`config.mk`:
```
export PLATFORM = sky130hd
export DESIGN_NAME = mtu_front
export DESIGN_NICKNAME = d
export VERILOG_FILES = /design/src/design/mtu_pkg.sv /design/src/design/mtu_front.sv
export SDC_FILE = /design/constraint.sdc
export NUM_CORES = 1
export LEC_CHECK = 0
export BUFFER_PORTS_ARGS = -buffer_cell sky130_fd_sc_hd__clkbuf_2
export CAP_MARGIN = 20
export CORE_MARGIN = 1.5
export CORE_UTILIZATION = 30
export CTS_BUF_LIST = sky130_fd_sc_hd__clkbuf_2 sky130_fd_sc_hd__clkbuf_4 sky130_fd_sc_hd__clkbuf_8
export DETAILED_ROUTE_END_ITERATION = 7
export GPL_ROUTABILITY_DRIVEN = 0
export GPL_TIMING_DRIVEN = 0
export MAX_ROUTING_LAYER = met4
export PLACE_DENSITY = 0.56
export SLEW_MARGIN = 20
export SYNTH_ARGS = -nofsm -noshare
export SYNTH_HDL_FRONTEND = slang
export SYNTH_SLANG_ARGS = --single-unit
export TNS_END_PERCENT = 1
```
`constraint.sdc`:
```
create_clock -name i_clk -period 5.6 [get_ports i_clk]
set_clock_uncertainty 0.05 [all_clocks]
set_input_delay 0 -clock i_clk [delete_from_list [all_inputs] [get_ports i_clk]]
set_output_delay 0 -clock i_clk [all_outputs]
set_load 0.03 [all_outputs]
```
`src/design/mtu_pkg.sv`:
```
package mtu_pkg;

    localparam int TABLE_WORDS  = 624;
    localparam int TAP_OFFSET   = 397;
    localparam int IDX_W        = 10;
    localparam int WORD_W       = 32;
    localparam int QUEUE_DEPTH  = 2;
    localparam int QPTR_W       = 1;
    localparam int QCNT_W       = 2;

    localparam logic [WORD_W-1:0] TWIST_MATRIX = 32'h9908_B0DF;

    typedef enum logic [1:0] {
        OP_SEED  = 2'd0,
        OP_CLEAR = 2'd1,
        OP_DRAW  = 2'd2
    } t_op;

    typedef struct packed {
        t_op               op;
        logic [IDX_W-1:0]  idx;
        logic [WORD_W-1:0] val;
    } t_cmd;

    typedef struct packed {
        logic regen;
        logic resp;
    } t_stat;

endpackage

```
`src/design/mtu_front.sv`:
```
module mtu_front (
    input  logic                       i_clk,
    input  logic                       i_rst_n,
    input  logic                       i_valid,
    output logic                       o_ready,
    input  logic                       i_kind,
    input  logic [mtu_pkg::IDX_W-1:0]  i_seed_index,
    input  logic [mtu_pkg::WORD_W-1:0] i_seed_value,
    output logic                       o_cmd_valid,
    output mtu_pkg::t_cmd              o_cmd,
    input  logic                       i_cmd_ready
);
    import mtu_pkg::*;

    t_cmd              r_q [QUEUE_DEPTH];
    logic [QPTR_W-1:0] r_wp;
    logic [QPTR_W-1:0] r_rp;
    logic [QCNT_W-1:0] r_cnt;
    t_cmd              push_cmd;
    logic              push;
    logic              pop;

    // classify the incoming transfer
    always_comb begin
        push_cmd.idx = i_seed_index;
        push_cmd.val = i_seed_value;
        if (i_kind) begin
            push_cmd.op = OP_DRAW;
        end else if (i_seed_index < IDX_W'(TABLE_WORDS)) begin
            push_cmd.op = OP_SEED;
        end else begin
            push_cmd.op = OP_CLEAR;
        end
    end

    assign o_ready     = (r_cnt != QCNT_W'(QUEUE_DEPTH));
    assign o_cmd_valid = (r_cnt != '0);
    assign o_cmd       = r_q[r_rp];
    assign push        = i_valid && o_ready;
    assign pop         = o_cmd_valid && i_cmd_ready;

    always_ff @(posedge i_clk) begin
        if (push) begin
            r_q[r_wp] <= push_cmd;
        end
    end

    always_ff @(posedge i_clk) begin
        if (!i_rst_n) begin
            r_wp  <= '0;
            r_rp  <= '0;
            r_cnt <= '0;
        end else begin
            if (push) begin
                r_wp <= (r_wp == QPTR_W'(QUEUE_DEPTH - 1)) ? '0 : r_wp + 1'b1;
            end
            if (pop) begin
                r_rp <= (r_rp == QPTR_W'(QUEUE_DEPTH - 1)) ? '0 : r_rp + 1'b1;
            end
            if (push && !pop) begin
                r_cnt <= r_cnt + 1'b1;
            end else if (pop && !push) begin
                r_cnt <= r_cnt - 1'b1;
            end
        end
    end

endmodule

```
After elaboration in Yosys (flattened, before gate mapping)
Memory sizes are Yosys's and may differ from the RTL's. A register that Yosys moved wholly into a read port is not among the register bits.
Index checks and enable logic that the tools add are counted.
- flip-flop bits (word level): 4
- RAM bits: 88
- output and inout port bits: 46
- logic and storage cells: 28
- memories: 1
- memories (memory ; words ; bits a word ; rd ports ; clocked after Yosys merged registers in ; write ports ; RTL line ; RTL):
    r_q ; 2 ; 44 ; 1 ; 1 ; 1 ; mtu_front.sv:15 ; t_cmd r_q [QUEUE_DEPTH];
- $add $sub $neg: 4
- magnitude comparators: 1
- equal/unequal tests: 1
- multiplexer cells: 10
- reductions and logical operators: 8
- operators by type and width (kind ; number):
    $lt A10 B10 Y1 const B ; 1
    $mux W1 ; 7
    $mux W2 ; 3
    $logic_and A1 B1 Y1 ; 4
    $reduce_bool A2 Y1 ; 2
    $add A1 B1 Y1 const B ; 2
    $add A2 B1 Y2 const B ; 1
    $logic_not A1 Y1 ; 2
    $ne A2 B2 Y1 const B ; 1
    $sub A2 B1 Y2 const B ; 1

Longest topological paths before layout
- depth in word-level cells: 6
- depth in mapped cells: 6
- depth with buffers taken out: 6

Worst setup path before layout
No wires, ideal clock.
- kind: register to register
- from: register r_cnt[0]
- to: memory r_q[1][0] (netlist name), enable pin
- library setup time: 0.406 ns
- arrival: 1.734 ns
- path slack: 3.410 ns
- cell stages (with the launch flop): 3
- path buffers: 0
- period minus slack after synthesis: 2.190 ns
- cells stage by stage: dfxtp_1 nand2b_4 and3_1
- word-level cells in the longest chain between the ends: 4
- RTL lines (item ; RTL line ; RTL):
    start, declared ; mtu_front.sv:18 ; logic [QCNT_W-1:0] r_cnt;
    start signal, assigned ; mtu_front.sv:61 ; r_cnt <= r_cnt + 1'b1;
    start signal, assigned ; mtu_front.sv:63 ; r_cnt <= r_cnt - 1'b1;
    $ne A2 B2 Y1 ; mtu_front.sv:36 ; assign o_ready = (r_cnt != QCNT_W'(QUEUE_DEPTH));
    net o_ready ; mtu_front.sv:5 ; output logic o_ready,
    $logic_and A1 B1 Y1 ; mtu_front.sv:39 ; assign push = i_valid && o_ready;
    $mux W1 ; mtu_front.sv:43 ; if (push) begin
    $mux W1 (implied by the code) ; mtu_front.sv:44 ; r_q[r_wp] <= push_cmd;
    end, declared ; mtu_front.sv:15 ;
The timed path passes the listed nets, and every way through them passes these cells.

Worst setup path in the final report
- from: register r_cnt[0]
- to: memory r_q[0][33] (netlist name), enable pin
- word-level cells in the longest chain between the ends: 4
- RTL lines (item ; RTL line):
    $ne A2 B2 Y1 ; mtu_front.sv:36
    $logic_and A1 B1 Y1 ; mtu_front.sv:39
    $mux W1 ; mtu_front.sv:43
    $mux W1 (implied by the code) ; mtu_front.sv:44
Every way passes these cells.

==> qor.yml <==
run_status:
  outcome: "completed"
die:
  dieArea_sq_mm: 0.01209
  io_pins: 93
  rows: 38
  dieHeight_microns: 110.0
  fp.coreArea_sq_mm: 0.01098
  die_x_microns: 110.0
  initial_core_util_pct: 31.25
synthesis:
  synth-simple-area-share_pct: 2.114
  syn-cell-area_sq_mm: 0.003432
  yosysWarnings: 0
  synthAdderAreaFrac_pct: 0.3646
  synth_mux_area_share_pct: 14.44
  synthCells: 163
  async_reset_ff_share_pct: 0
  synth_compound_area_share_pct: 1.276
  avgSynthCellArea_sq_um: 21.06
  ys_seq_elements: 93
  yosysMostFrequentCell: "edfxtp_1"
  synthTopCellsByArea: "edfxtp_1 77%, mux2_2 14%, dfxtp_1 2.9%"
  ys_types: 22
  synth-main-ff-cell: "edfxtp_1"
  netlist.area_leader.share_pct: 77.00
  yosysTopAreaCell: "edfxtp_1"
  synth_edf_count: 88
  ys_seq_area_share_pct: 79.91
  synth_top_family_by_area: "multiplexers"
  synthXorXnorAreaFrac_pct: 0.7656
  yosys-top-cells-count: "88 x edfxtp_1, 44 x mux2_2, 5 x dfxtp_1"
  synth_fp_nets: 211
final_layout:
  drive_gt1_share_pct: 51.42
  final_area_sq_mm: 0.004725
  regArea_sq_mm: 0.002743
  fin_nets: 360
  diodes: 0
  synthToLayoutAreaGrowth_pct: 37.66
  n_fill_cell: 1018
  multi_input_area_sq_um: 655.6
setup_path:
  worstSetupPathType: "register to register"
  crit_path_start_kind: "register"
  critPathSlowestCell: "inv_2"
  worstReg2RegEnd: "r_q[0][33]"
  cp-endpoint: "r_q[0][33]"
  reg2reg_depth: 4
  r2r_start: "r_cnt[0]"
  cp-end-kind: "register"
  critPathMaxStageDelay_ns: 0.43
  rrSetupSlack_ns: 3.85
  crit_path_max_fanout: 23
  cp_data_required_time_ns: 5.60
  crit_chain: "nand2b_4, nand3b_1, inv_2, buf_12"
  arrival_ns: 1.76
  critPathLaunch: "r_cnt[0]"
power:
  p_leak_uw: 0.001788
  power_per_cell_area_mw_per_mm2: 419.3
  ir_drop_uv: 166.3
clocking:
  clk_pin_slew_ns: 0.08
  htree_num_levels: 3
  cts_tree: "done"
  clock_latency_ns: 0.35
  numCtsBuffers: 9
  cts_root_buf: "clkbuf_8"
  clock_sinks: 93
  cts_setup_buffers: 0
  clk_path_buf_depth: 2
routing:
  wirelength_mm: 6.434
  wire_per_inst_microns: 14.08
  drc: 0
  drtIter0Drc: 85
  ant_nets: 0
  avgViaCountPerCell: 4.280
  firstDrtPassIters: 4
  vias: 1956
flow_run:
  drv_cap: 0
global_routing:
  grt_pass1_wl_mm: 9.522
  track_usage_pct: 11.22
  grt_max_degree: 45
  grt_pass1_vias: 1976
  overflow: 0
  antenna_found_initial: 0
timing:
  min_period_ns: 1.751
  tightest_slew_ns: 0.6682
  setup_ws_ns: 3.849
  finalCritPeriodShare_pct: 31.27
  fmax_ghz: 0.5711
  relSlewSlack_pct: 55.45
  rsz0062_at_grt: "no"
  setup_violations: 0
  drv_slew: 0
  tns_ns: 0
  hold_viol: 0
placed_design:
  dp_hpwl_mm: 4.092
  port_buffers: 92
  dpl-instance-area_sq_mm: 0.004093
  dp_slack_ns: 3.803
worst_hold_path:
  hold_class: "input port to register"
==> stage by stage <==
step                hold slack (ns)  power, uW  std cells  util (%)
CTS                         0.06220       2022        457     43.02
global route                 0.1194       2090        457     43.02
detailed placement           0.1465       1579        396     37.26
global placement             0.1399       1564        395     37.04
finish                      0.08772       1981        457     43.02
floorplan                   0.04887       1387        163         -
==> power by group <==
part	leakage (uW)	total (uW)	internal (uW)	switching (uW)
clock network	0.0000956	409	189	221
logic	0.000829	677	258	419
registers	0.000864	895	869	26.0
total	0.00179	1980	1320	666
==> worst max-delay path, delay by kind of cell (launching register included) <==
family | cells | cell delay, ns
flops | 1 | 0.42
buf+inv | 2 | 0.69
simple gates | 2 | 0.29
==> routing by layer <==
layer	wire length, microns	vias to the layer above	GRT usage [%]
met5	0	-	-
met4	97	0	5.009
met3	325	10	3.260
met2	3308	52	18.59
met1	2703	961	12.54
li1	-	933	-
==> worst min-delay path by stage <==
stage / startpoint / end / slack [ns] / cells after the start
finish: i_cmd_ready / r_rp / 0.09 / 4
global placement: i_seed_value[2] / r_q[1][2] / 0.14 / 1
CTS: i_cmd_ready / r_rp / 0.06 / 4
floorplan: i_seed_value[0] / r_q[0][0] / 0.05 / 0
detailed placement: i_seed_value[31] / r_q[1][31] / 0.15 / 1
global route: i_cmd_ready / r_rp / 0.12 / 4
==> cells in the final DEF, fill, tap and decap left out, drive strengths merged, types with 2 or more instances in the layout <==
master and instances:
o21ai 2, a21boi 2, clkbuf 104, mux2 44, edfxtp 88, clkinv 3, xnor2 2, buf 6
dfxtp 5, and2 4, dlygate4sd3 45
==> cells by family after synthesis <==
logic type / after synthesis
adder cells (fa/ha/maj): 1
flip-flops: 93
buffers and inverters: 6
multiplexers: 44
AND/OR/NAND/NOR: 10
AO/OA/AOI/OAI: 6
XOR/XNOR: 3
==> state kept, by name, summed over array words and instances, names as in the netlist, named ones only <==
name,cells
r_wp,1
r_cnt,2
r_rp,1
r_q,88
==> repair_timing <==
action                                 4_1_cts  5_1_grt
hold buffers                                45        0
endpoints found under the hold margin       93        0
resized for setup                            0        0
setup endpoints to repair                    0        0
==> final cells by class <==
cell class,count,share of cell area (%)
Tap cell,140,3.708
Buffer,5,0.7415
Sequential cell,93,58.05
Clock buffer,12,3.363
Inverter,1,0.07945
Multi-Input combinational cell,64,13.88
Timing Repair Buffer,138,19.70
Clock inverter,4,0.4767
Note: power is estimated with default switching activity, not from simulation.
